### config.mk
export PLATFORM = sky130hd
export DESIGN_NAME = retry_policy_backoff_table
export DESIGN_NICKNAME = d
export VERILOG_FILES = /design/src/rpbt_pkg.sv /design/src/rpbt_ctrl.sv /design/src/rpbt_datapath.sv /design/src/retry_policy_backoff_table.sv
export SDC_FILE = /design/constraint.sdc
export NUM_CORES = 1
export LEC_CHECK = 0
export BUFFER_PORTS_ARGS = -buffer_cell sky130_fd_sc_hd__buf_2
export CORE_MARGIN = 2
export CORE_UTILIZATION = 25
export DETAILED_ROUTE_END_ITERATION = 10
export MAX_ROUTING_LAYER = met4
export PLACE_DENSITY = 0.4
export REMOVE_ABC_BUFFERS = 1
export SLEW_MARGIN = 10
export SYNTH_ARGS = -nofsm -noshare
export SYNTH_HDL_FRONTEND = slang
export SYNTH_HIERARCHICAL = 1
export SYNTH_SLANG_ARGS = --single-unit
### constraint.sdc
create_clock -name clk -period 14.67 [get_ports clk]
set_input_delay 2.934 -clock clk [delete_from_list [all_inputs] [get_ports clk]]
set_output_delay 2.934 -clock clk [all_outputs]
set_load 0.03 [all_outputs]
### src/rpbt_pkg.sv
// Shared types and constants for the retry policy backoff table.
// Used by rpbt_ctrl, rpbt_datapath and retry_policy_backoff_table.
package rpbt_pkg;

  // table geometry
  localparam int POLICY_SLOTS = 8;
  localparam int SLOT_IDX_W   = (POLICY_SLOTS > 1) ? $clog2(POLICY_SLOTS) : 1;
  localparam int COUNT_W      = $clog2(POLICY_SLOTS + 1);

  // field widths
  localparam int ACTION_W = 3;
  localparam int CLASS_W  = 8;
  localparam int LIMIT_W  = 8;
  localparam int BASE_W   = 16;
  localparam int STATUS_W = 2;
  localparam int DELAY_W  = 32;
  localparam int ATTEMPT_W = 8;

  // action codes
  localparam logic [ACTION_W-1:0] ACT_ADD   = 3'd0;
  localparam logic [ACTION_W-1:0] ACT_ASK   = 3'd1;
  localparam logic [ACTION_W-1:0] ACT_NEXT  = 3'd2;
  localparam logic [ACTION_W-1:0] ACT_RESET = 3'd3;
  localparam logic [ACTION_W-1:0] ACT_CLEAR = 3'd4;

  // status codes
  localparam logic [STATUS_W-1:0] ST_OK      = 2'd0;
  localparam logic [STATUS_W-1:0] ST_FULL    = 2'd1;
  localparam logic [STATUS_W-1:0] ST_NOMATCH = 2'd2;

  // commands from controller to datapath
  typedef struct packed {
    logic load;      // latch the accepted transaction
    logic do_match;  // search the table and register the selected policy
    logic finish;    // update state and load the output register
  } rpbt_cmd_t;

endpackage

### src/rpbt_ctrl.sv
// Controller state machine for the retry policy backoff table.
// Depends on rpbt_pkg; drives rpbt_cmd_t to rpbt_datapath.
module rpbt_ctrl import rpbt_pkg::*; (
  input  logic      clk,
  input  logic      rst_n,
  input  logic      in_valid,
  output logic      in_stall,
  output logic      out_valid,
  input  logic      out_stall,
  output rpbt_cmd_t cmd
);

  typedef enum logic [1:0] {
    S_IDLE,
    S_MATCH,
    S_FINISH
  } state_t;

  state_t state_r, state_nxt;
  logic   out_valid_r, out_valid_nxt;
  logic   out_free;
  logic   in_fire;

  // output register can take a new result
  assign out_free = !out_valid_r || !out_stall;

  // a new transaction enters when idle or as the current one completes
  assign in_stall = !((state_r == S_IDLE) || ((state_r == S_FINISH) && out_free));
  assign in_fire  = in_valid && !in_stall;

  assign cmd.load     = in_fire;
  assign cmd.do_match = (state_r == S_MATCH);
  assign cmd.finish   = (state_r == S_FINISH) && out_free;

  assign out_valid = out_valid_r;

  // next state and output valid
  always_comb begin
    state_nxt     = state_r;
    out_valid_nxt = out_valid_r;
    if (out_valid_r && !out_stall) begin
      out_valid_nxt = 1'b0;
    end
    case (state_r)
      S_IDLE: begin
        if (in_fire) begin
          state_nxt = S_MATCH;
        end
      end
      S_MATCH: begin
        state_nxt = S_FINISH;
      end
      S_FINISH: begin
        if (out_free) begin
          out_valid_nxt = 1'b1;
          state_nxt     = in_fire ? S_MATCH : S_IDLE;
        end
      end
      default: begin
        state_nxt = S_IDLE;
      end
    endcase
  end

  // state and registered outputs
  always_ff @(posedge clk) begin
    if (!rst_n) begin
      state_r     <= S_IDLE;
      out_valid_r <= 1'b0;
    end else begin
      state_r     <= state_nxt;
      out_valid_r <= out_valid_nxt;
    end
  end

  // a result is only loaded when the output register is free
  a_finish_free: assert property (@(posedge clk) disable iff (!rst_n)
    cmd.finish |-> (!out_valid_r || !out_stall))
    else $error("result loaded over an unread result");

  // an accepted transaction always goes to the match step
  a_fire_match: assert property (@(posedge clk) disable iff (!rst_n)
    in_fire |=> (state_r == S_MATCH))
    else $error("accepted transaction did not reach match");

endmodule

### src/rpbt_datapath.sv
// Datapath of the retry policy backoff table: policy registers, class match,
// backoff shift with saturation and the output register. Depends on rpbt_pkg.
module rpbt_datapath import rpbt_pkg::*; (
  input  logic                clk,
  input  logic                rst_n,
  input  rpbt_cmd_t           cmd,
  input  logic [ACTION_W-1:0] in_action,
  input  logic [CLASS_W-1:0]  in_class_id,
  input  logic [LIMIT_W-1:0]  in_retry_limit,
  input  logic [BASE_W-1:0]   in_base_delay_ms,
  input  logic                in_may_retry,
  output logic [STATUS_W-1:0] out_status,
  output logic                out_retry_ok,
  output logic [DELAY_W-1:0]  out_delay_ms
);

  // policy storage, no reset: only entries below the count are read
  logic [CLASS_W-1:0] entry_class_r     [POLICY_SLOTS];
  logic [LIMIT_W-1:0] entry_limit_r     [POLICY_SLOTS];
  logic [BASE_W-1:0]  entry_base_r      [POLICY_SLOTS];
  logic               entry_retryable_r [POLICY_SLOTS];

  logic [COUNT_W-1:0]   entry_count_r, entry_count_nxt;
  logic [ATTEMPT_W-1:0] attempt_r, attempt_nxt;
  logic [CLASS_W-1:0]   current_class_r, current_class_nxt;

  // latched transaction
  logic [ACTION_W-1:0] action_r;
  logic [CLASS_W-1:0]  class_r;
  logic [LIMIT_W-1:0]  limit_r;
  logic [BASE_W-1:0]   base_r;
  logic                may_retry_r;

  // registered match result
  logic               hit_r;
  logic [LIMIT_W-1:0] sel_limit_r;
  logic [BASE_W-1:0]  sel_base_r;
  logic               sel_retry_r;

  logic [CLASS_W-1:0]    key;
  logic                  hit;
  logic [SLOT_IDX_W-1:0] sel;
  logic                  add_ok;

  logic [STATUS_W-1:0] status_nxt;
  logic                ok_nxt;
  logic [DELAY_W-1:0]  delay_nxt;
  logic [DELAY_W+BASE_W-1:0] shifted;
  logic [DELAY_W-1:0]  scaled;

  // capture the accepted transaction
  always_ff @(posedge clk) begin
    if (cmd.load) begin
      action_r    <= in_action;
      class_r     <= in_class_id;
      limit_r     <= in_retry_limit;
      base_r      <= in_base_delay_ms;
      may_retry_r <= in_may_retry;
    end
  end

  // first matching policy: ask uses the given class, backoff the current one
  assign key = (action_r == ACT_ASK) ? class_r : current_class_r;

  always_comb begin
    hit = 1'b0;
    sel = '0;
    for (int i = POLICY_SLOTS - 1; i >= 0; i--) begin
      if ((COUNT_W'(i) < entry_count_r) && (entry_class_r[i] == key)) begin
        hit = 1'b1;
        sel = SLOT_IDX_W'(i);
      end
    end
  end

  always_ff @(posedge clk) begin
    if (cmd.do_match) begin
      hit_r       <= hit;
      sel_limit_r <= entry_limit_r[sel];
      sel_base_r  <= entry_base_r[sel];
      sel_retry_r <= entry_retryable_r[sel];
    end
  end

  // base doubled per prior attempt, saturated to 32 bits
  assign shifted = (DELAY_W + BASE_W)'(sel_base_r) << attempt_r[4:0];

  always_comb begin
    if (sel_base_r == '0) begin
      scaled = '0;
    end else if ((attempt_r[ATTEMPT_W-1:5] != '0) ||
                 (shifted[DELAY_W+BASE_W-1:DELAY_W] != '0)) begin
      scaled = '1;
    end else begin
      scaled = shifted[DELAY_W-1:0];
    end
  end

  assign add_ok = (entry_count_r < COUNT_W'(POLICY_SLOTS));

  // result and state update for the finishing transaction
  always_comb begin
    status_nxt        = ST_OK;
    ok_nxt            = 1'b0;
    delay_nxt         = '0;
    entry_count_nxt   = entry_count_r;
    attempt_nxt       = attempt_r;
    current_class_nxt = current_class_r;
    case (action_r)
      ACT_ADD: begin
        if (add_ok) begin
          entry_count_nxt = entry_count_r + COUNT_W'(1);
        end else begin
          status_nxt = ST_FULL;
        end
      end
      ACT_ASK: begin
        current_class_nxt = class_r;
        if (!hit_r) begin
          status_nxt = ST_NOMATCH;
        end else begin
          ok_nxt = sel_retry_r && (attempt_r < sel_limit_r);
        end
      end
      ACT_NEXT: begin
        if (!hit_r) begin
          status_nxt = ST_NOMATCH;
        end else begin
          delay_nxt = scaled;
          if (attempt_r != '1) begin
            attempt_nxt = attempt_r + ATTEMPT_W'(1);
          end
        end
      end
      ACT_RESET: begin
        attempt_nxt = '0;
      end
      ACT_CLEAR: begin
        entry_count_nxt   = '0;
        attempt_nxt       = '0;
        current_class_nxt = '0;
      end
      default: begin
      end
    endcase
  end

  // policy write on add
  always_ff @(posedge clk) begin
    if (cmd.finish && (action_r == ACT_ADD) && add_ok) begin
      entry_class_r[entry_count_r[SLOT_IDX_W-1:0]]     <= class_r;
      entry_limit_r[entry_count_r[SLOT_IDX_W-1:0]]     <= limit_r;
      entry_base_r[entry_count_r[SLOT_IDX_W-1:0]]      <= base_r;
      entry_retryable_r[entry_count_r[SLOT_IDX_W-1:0]] <= may_retry_r;
    end
  end

  // control state
  always_ff @(posedge clk) begin
    if (!rst_n) begin
      entry_count_r   <= '0;
      attempt_r       <= '0;
      current_class_r <= '0;
    end else if (cmd.finish) begin
      entry_count_r   <= entry_count_nxt;
      attempt_r       <= attempt_nxt;
      current_class_r <= current_class_nxt;
    end
  end

  // output register
  always_ff @(posedge clk) begin
    if (cmd.finish) begin
      out_status   <= status_nxt;
      out_retry_ok <= ok_nxt;
      out_delay_ms <= delay_nxt;
    end
  end

  // the table never holds more policies than it has slots
  a_count_bound: assert property (@(posedge clk) disable iff (!rst_n)
    entry_count_r <= COUNT_W'(POLICY_SLOTS))
    else $error("policy count beyond table size");

  // state only moves when a transaction finishes
  a_state_hold: assert property (@(posedge clk) disable iff (!rst_n)
    !cmd.finish |=> ($stable(entry_count_r) && $stable(attempt_r)))
    else $error("table state changed outside a finish");

  // a nonzero delay only comes from a matched backoff
  a_delay_src: assert property (@(posedge clk) disable iff (!rst_n)
    (cmd.finish && ((action_r != ACT_NEXT) || !hit_r)) |=> (out_delay_ms == '0))
    else $error("delay reported without a matched backoff");

endmodule

### src/retry_policy_backoff_table.sv
// Retry policy table with exponential backoff. Each transaction passes
// through a match step, which searches the eight policy registers for the
// first matching class and registers the selected policy, and a finish step,
// which forms the answer (retry decision or saturating shifted backoff) and
// updates the table state. The result is loaded into the output register in
// the finish step once that register is free. A new transaction is taken
// when idle or in the same cycle that the previous one completes. A held
// result does not block the next transaction from being accepted and searched.
// Top level: joins rpbt_ctrl and rpbt_datapath; depends on rpbt_pkg.
module retry_policy_backoff_table import rpbt_pkg::*; (
  input  logic                clk,
  input  logic                rst_n,
  input  logic                in_valid,
  output logic                in_stall,
  input  logic [ACTION_W-1:0] in_action,
  input  logic [CLASS_W-1:0]  in_class_id,
  input  logic [LIMIT_W-1:0]  in_retry_limit,
  input  logic [BASE_W-1:0]   in_base_delay_ms,
  input  logic                in_may_retry,
  output logic                out_valid,
  input  logic                out_stall,
  output logic [STATUS_W-1:0] out_status,
  output logic                out_retry_ok,
  output logic [DELAY_W-1:0]  out_delay_ms
);

  rpbt_cmd_t cmd;

  // sequencing and handshakes
  rpbt_ctrl u_ctrl (
    .clk       (clk),
    .rst_n     (rst_n),
    .in_valid  (in_valid),
    .in_stall  (in_stall),
    .out_valid (out_valid),
    .out_stall (out_stall),
    .cmd       (cmd)
  );

  // policy table and arithmetic
  rpbt_datapath u_datapath (
    .clk              (clk),
    .rst_n            (rst_n),
    .cmd              (cmd),
    .in_action        (in_action),
    .in_class_id      (in_class_id),
    .in_retry_limit   (in_retry_limit),
    .in_base_delay_ms (in_base_delay_ms),
    .in_may_retry     (in_may_retry),
    .out_status       (out_status),
    .out_retry_ok     (out_retry_ok),
    .out_delay_ms     (out_delay_ms)
  );

endmodule
# Word-level counts from Yosys, hierarchy flattened
# Memories as Yosys holds them, arrays and structs flattened. A register that Yosys moved wholly into a read port is not among the register bits.
# Index checks and enable logic that the tools add are counted.
# classes
addsub	2
n_lt_le_gt_ge	10
eq_ne	20
shift	1
muxes	29
bitwise_logic	2
n_reduce_logical	37
# ops
op	n
$eq 8x8->1	8
$shl 16x5->48	1
$mux 32	1
$pmux 8 s2	2
$mux 3	8
$mux 8	3
$logic_not 16->1	1
$lt 3x4->1 const A	4
$reduce_bool 16->1	1
$logic_and 1x1->1	14
$ne 2x1->1 const B	5
$add 8x1->8 const B	1
$lt 1x4->1 const A	2
$lt 2x4->1 const A	2
$lt 8x8->1	1
$mux 1	8
$ne 8x8->1 const B	1
$pmux 4 s2	1
$reduce_or 7->1	1
$eq 3x2->1 const B	2
$mux 2	3
$pmux 2 s3	1
$reduce_and 2->1	3
$reduce_bool 2->1	3
other kinds (18)	24
# word_totals
ff_bits	95
ramBits	264
input_bits	40
out_inout_bits	37
word_cells	119
memories	4
# mem_list
memory	depth	width	rd	rd_clocked_by_memory_dff	write_ports	line	text
u_datapath.entry_base_r	8	16	1	1	1	rpbt_datapath.sv:20	logic [BASE_W-1:0] entry_base_r [POLICY_SLOTS];
u_datapath.entry_class_r	8	8	8	0	1	rpbt_datapath.sv:18	logic [CLASS_W-1:0] entry_class_r [POLICY_SLOTS];
u_datapath.entry_limit_r	8	8	1	1	1	rpbt_datapath.sv:19	logic [LIMIT_W-1:0] entry_limit_r [POLICY_SLOTS];
u_datapath.entry_retryable_r	8	1	1	1	1	rpbt_datapath.sv:21	logic entry_retryable_r [POLICY_SLOTS];

# Logic depth before layout (Yosys ltp)
# logic_depth
ltp_word	12
depth_mapped	14
ltp_nobuf	10

# Modules after synthesis
# Netlist, hierarchy kept.
# modules_own_cells
module	instances	cells_each	area_per_inst_um2	seq_area_each_um2
rpbt_datapath	1	1247	17136.4	11240.8
rpbt_ctrl	1	16	152.6	60.1

# Worst setup path before layout
# OpenSTA, ideal clock, no wires.
# synth_timing
path_type	input to register
start	input out_stall
end	memory u_datapath.entry_base_r[0][0], enable pin
setup_time_ns	0.464
t_arrival_ns	7.864
t_required_ns	14.206
path_slack_ns	6.341
stages	5
path_buffers	0
cell_sequence	a21oi_1 inv_1 nor3b_1 nand2_1 nor3_1
# synth_via
elab_chain_cells	7
# synth_rtl
element	line	text
start: declaration	retry_policy_backoff_table.sv:21	input logic out_stall,
$logic_not 1->1	rpbt_ctrl.sv:25	assign out_free = !out_valid_r || !out_stall;
$logic_or 1x1->1	rpbt_ctrl.sv:25	
$logic_and 1x1->1	rpbt_ctrl.sv:33	assign cmd.finish = (state_r == S_FINISH) && out_free;
$logic_and 1x1->1 (2 in a row)	rpbt_datapath.sv:150	if (cmd.finish && (action_r == ACT_ADD) && add_ok) begin
$mux 1	rpbt_datapath.sv:150	
$mux 1 (not written as such)	rpbt_datapath.sv:153	entry_base_r[entry_count_r[SLOT_IDX_W-1:0]] <= base_r;
end: declaration	rpbt_datapath.sv:20	
# No other way between the ends.

# Final worst setup path
# layout_timing
start	input out_stall
end	output in_stall
# layout_via
elab_chain_cells	5
# layout_rtl
element	line	text
$logic_not 1->1	rpbt_ctrl.sv:25	
$logic_or 1x1->1	rpbt_ctrl.sv:25	
$logic_and 1x1->1	rpbt_ctrl.sv:28	assign in_stall = !((state_r == S_IDLE) || ((state_r == S_FINISH) && out_free));
$logic_or 1x1->1	rpbt_ctrl.sv:28	
$logic_not 1->1	rpbt_ctrl.sv:28	
end: declaration	retry_policy_backoff_table.sv:14	output logic in_stall,
# No other way between the ends.

==> run summary <==
The internal power contribution came out at 0.00182 W. The number of antenna diodes in the final layout is 0. The number of gates resized after CTS was 0; the part of the total power dissipated in combinational logic was 2.9%. Adding up every negative setup slack in the final design gives 0 ps. In this run, the number of DRC markers left after iteration 0 of detailed routing was 833. The tools report the buffer levels on the longest clock path as 3. The type of the worst setup path is in2out.

The period utilization was 44.1%. Source of the worst hold timing path: u_datapath/entry_count_r[0]. Of all nets on the critical path, the largest fanout is 4. The path class of the tightest hold or removal check is reg2reg.

By area, the combinational part of the netlist is dominated by compound AO/OA/AOI/OAI gates. The tool flagged a number of max-cap violations equal to 0. The run gives 5340 um^2 as the area of the multi-input gates.

Counting buffers and inverters, the worst setup path is 4 cells deep. Clock latency reported for the late side of the worst-skew pair: 580 ps. The top cell types in the final layout, fill and taps aside, are edfxtp_1, inv_1, buf_2, nand2_1, o22ai_1.

For the pin with the worst max-slew slack, the measured transition is 1120 ps. The H-tree generated during clock tree synthesis spans 2 levels. The logs give 0 for the number of slew-limit violations in the final report and 11300 um^2 for the combined flip-flop and latch cell area. Across all register-to-register paths, the minimum setup slack is 9570 ps. The tools report the CTS sink count as 384.

In this design, the critical path's most frequently occurring cell is buf_2. The worst path buffer plus inverter count was 2. Setup slack on the critical path of the routed design comes to 8200 ps. The standby leakage power was 6.72 nW; the post-cts hold buffer count was 0. For the tightest slew margin relative to the limit, the log shows 24.4%. TritonCTS built the clock tree.

The half-perimeter wire length of the detailed placement result was 27700 um; the required time reported for the critical path endpoint was 11740 ps. Between clock sinks in the finished design, the worst skew comes to 24.5 ps. The first global-routing pass estimated 69200 um of wire.

For the via count of the first global-routing pass, the log shows 10700. In this run the standard cell core region covers 68600 um^2. Summed over all layers, the routed wires come to 46000 um. Summing internal, switching and leakage power gives 0.00232 W. The number of cells on the worst reg-to-reg path is 10. During placement, the flow inserted port buffers numbering 76. The number of hold violations in the final report is 0. The tools report the largest net degree at the start of global routing as 51.

The effective utilization at floorplan came out at 25.2%. The layout cell share with drive strength beyond 1 is 18.6%, and the utilization of the core after routing is 29.2%. The async set-reset flop share out of synthesis is 0%, and the routed length per instance is 20.0 um. Static timing analysis puts the maximum clock frequency at 0.155 GHz.

The run gives 1263 as the gate count of the mapped netlist. The detailed-route vias per instance is 4.54. Clock tree synthesis inserted a total of 45 buffers. The critical path's largest stage delay is 210 ps, and the sequential power share is 52.9%. The number of antenna violations at the first check in global routing is 1. Of the total synthesized cell area, the portion taken by full adders, half adders and majority gates is 0.724%.

Of the total synthesized cell area, the portion taken by XOR and XNOR cells is 3.44%. The average instance in the mapped netlist occupies 13.7 um^2. For this run, the post-layout net count is 1388.

Sequential elements use 65.4% of the synthesized area. In this run the critical register-to-register path is captured at u_datapath/sel_base_r[8]. The fraction of the mapped netlist area in compound gates works out to 13.7%. The tools report the length of the first detailed-routing pass in iterations as 5.

The number of flops mapped to enable cells by yosys is 361, and the shortest period the worst path allows is 6470 ps. In this run the count of I/O pins placed on the die edge is 77. Clock-pin slew was measured on the worst setup and hold paths at 50 ps. Routability-driven placement finished with a final weighted congestion of 0.796.

The portion of total power attributed to the clock network is 44.2%, and the power density over the cells is 116 nW/um^2. The finished layout holds 2298 standard cells, fillers aside. Summing the areas of all and, or, nand and nor instances in the mapped netlist gives 8.35% of the synthesized area.

In this run, placement finished with an instance count of 2222. The library cell used most frequently in the layout, excluding fill and tap cells, is edfxtp_1. The floorplan step set the die width to 267 um. The signal on the critical path passes through buf_2 > nand3_1 > nand2b_1 > buf_2. The startpoint type of the worst setup path was an input pin. OpenSTA, run right after detailed placement, puts the worst setup slack at 8150 ps. The worst hold path passes through 2 cells.

Setup violations remaining at the end of the flow were counted as 0. The worst ir drop on vdd came out at 0.0000714 V. The routed via count came out at 10400.

The worst setup path is captured at an output port. The die covers 71300 um^2. The vertical extent of the die works out to 267 um. Count of filler cells inserted in the layout: 6969. The slowest stage of the critical path belongs to the cell buf_2.

Beginning of the critical path: out_stall. Of the post-synthesis cell area, the part taken by muxes is 4.17%. In this run the core area contains 96 standard-cell rows.

Setup repair after global routing left no endpoint under its margin. Once the clock tree was built, the setup fixing pass inserted 0 buffers. The total overflow left after global routing is 0.

The number of unique standard cell types used by synthesis was 91. The flow ran to the end, and the final reports show no timing, DRC or antenna violations. During synthesis, Yosys emitted a total of 6 warnings. Summed over all nets, the switching power comes to 0.000501 W. The count of nets left with antenna violations once routing finished came out at 0. Summing every instance area after synthesis gives 17300 um^2. STA puts the critical path data arrival time at 3540 ps. After detailed routing, the number of remaining DRC violations is 0.

The cell family contributing the most delay on the critical path is buffers and inverters. Relative to the synthesized area, the layout overhead comes to 15.9%. The switching part of the total is 21.6%, and the number of synthesized register bits is 384. Endpoint of the worst hold path: u_datapath/entry_count_r[0]. The tools report the root cell of the clock tree as clkbuf_16.

Across every metal layer, demand over resource in global routing totals 13.3%. The startpoint identified for the worst register-to-register timing path is u_datapath/action_r[2]. Most frequently used flop master after synthesis: edfxtp_1.
-- worst min-delay path, stage by stage, from the launching register on --
cell and delay [ps]:
dfxtp_1 330, nand2_1 60, a21oi_1 60
-- cell families (layout without fill, tap and decap cells) --
kind of cell             count (synthesis)  count (layout)
XOR/XNOR                                68              68
buffers and inverters                  157             261
adder cells (fa/ha/maj)                 10              10
AND/OR/NAND/NOR                        269             269
multiplexers                            60              60
flip-flops                             384             384
AO/OA/AOI/OAI                          315             315
-- metal layers --
metal | wire length [um] | GRT usage [%]
met1 | 22500 | 18.5
met3 | 2150 | 2.29
met2 | 20500 | 20.2
met5 | 0 | -
met4 | 852 | 3.33
-- synthesized netlist by cell type, drive strengths merged, types with 4 or more instances --
library cell | number | area, um^2
a2bb2oi | 22 | 193
o22ai | 47 | 294
ha | 10 | 125
buf | 47 | 325
nor2b | 25 | 156
o221ai | 9 | 78.8
xnor2 | 39 | 342
xor2 | 29 | 254
a31oi | 4 | 25.0
a221o | 4 | 40.0
nand2b | 22 | 138
nor4 | 12 | 87.6
a221oi | 4 | 41.3
edfxtp | 361 | 10800
mux2i | 42 | 424
nand3 | 23 | 115
or2 | 9 | 56.3
a21oi | 67 | 452
nor2 | 46 | 173
o22a | 6 | 52.6
a22oi | 10 | 75.1
a211oi | 48 | 380
a2111oi | 9 | 135
dfxtp | 23 | 460
a21boi | 12 | 90.1
mux4 | 7 | 158
nand4 | 8 | 50.1
nand3b | 5 | 37.5
nor3 | 20 | 105
a21o | 5 | 37.5
o21ai | 37 | 189
nand2 | 72 | 270
clkbuf | 31 | 116
inv | 79 | 297
mux2 | 11 | 139
-- power by group through the flow --
stage | Clock (W) | Combinational, W | Sequential [W]
after global placement | 0 | 0.0000689 | 0.00125
after floorplan | 0 | 0.0000300 | 0.00125
after detailed placement | 0 | 0.0000692 | 0.00125
final | 0.00103 | 0.0000680 | 0.00123
after global routing | 0.00110 | 0.0000745 | 0.00123
after CTS | 0.00107 | 0.0000694 | 0.00123
-- area by class of cell --
class	count	area share, %
Sequential cell	384	56.4
Multi-Input combinational cell	722	26.6
Clock buffer	61	6.13
Tap cell	931	5.81
Timing Repair Buffer	106	3.02
Inverter	79	1.48
Clock inverter	15	0.518
-- flip-flops by register name (all words and copies together), names as in the netlist, 3 cells and up --
signal	flops
u_datapath/sel_limit_r	8
u_datapath/class_r	8
u_datapath/current_class_r	8
u_datapath/out_delay_ms	32
u_datapath/entry_limit_r	64
u_datapath/entry_retryable_r	8
u_datapath/attempt_r	8
u_datapath/action_r	3
u_datapath/entry_class_r	64
u_datapath/sel_base_r	16
u_datapath/limit_r	8
u_datapath/entry_base_r	128
u_datapath/base_r	16
u_datapath/entry_count_r	4
-- per-stage QoR --
stage / hold WS [ps] / area [um^2]
3_3_place_gp: 497 / 18700
4_1_cts: 512 / 20000
2_1_floorplan: 466 / 16800
5_1_grt: 540 / 20000
3_5_place_dp: 504 / 18700
6_report: 509 / 20000
-- worst max path at each step --
stage                                               end  slack, ps
after floorplan           u_datapath/entry_base_r[0][0]       6340
after global placement                         in_stall       8140
after detailed placement                       in_stall       8150
after CTS                                      in_stall       8150
after global routing                           in_stall       8120
final                                          in_stall       8200
No activity file was read; power rests on OpenSTA's default activity.
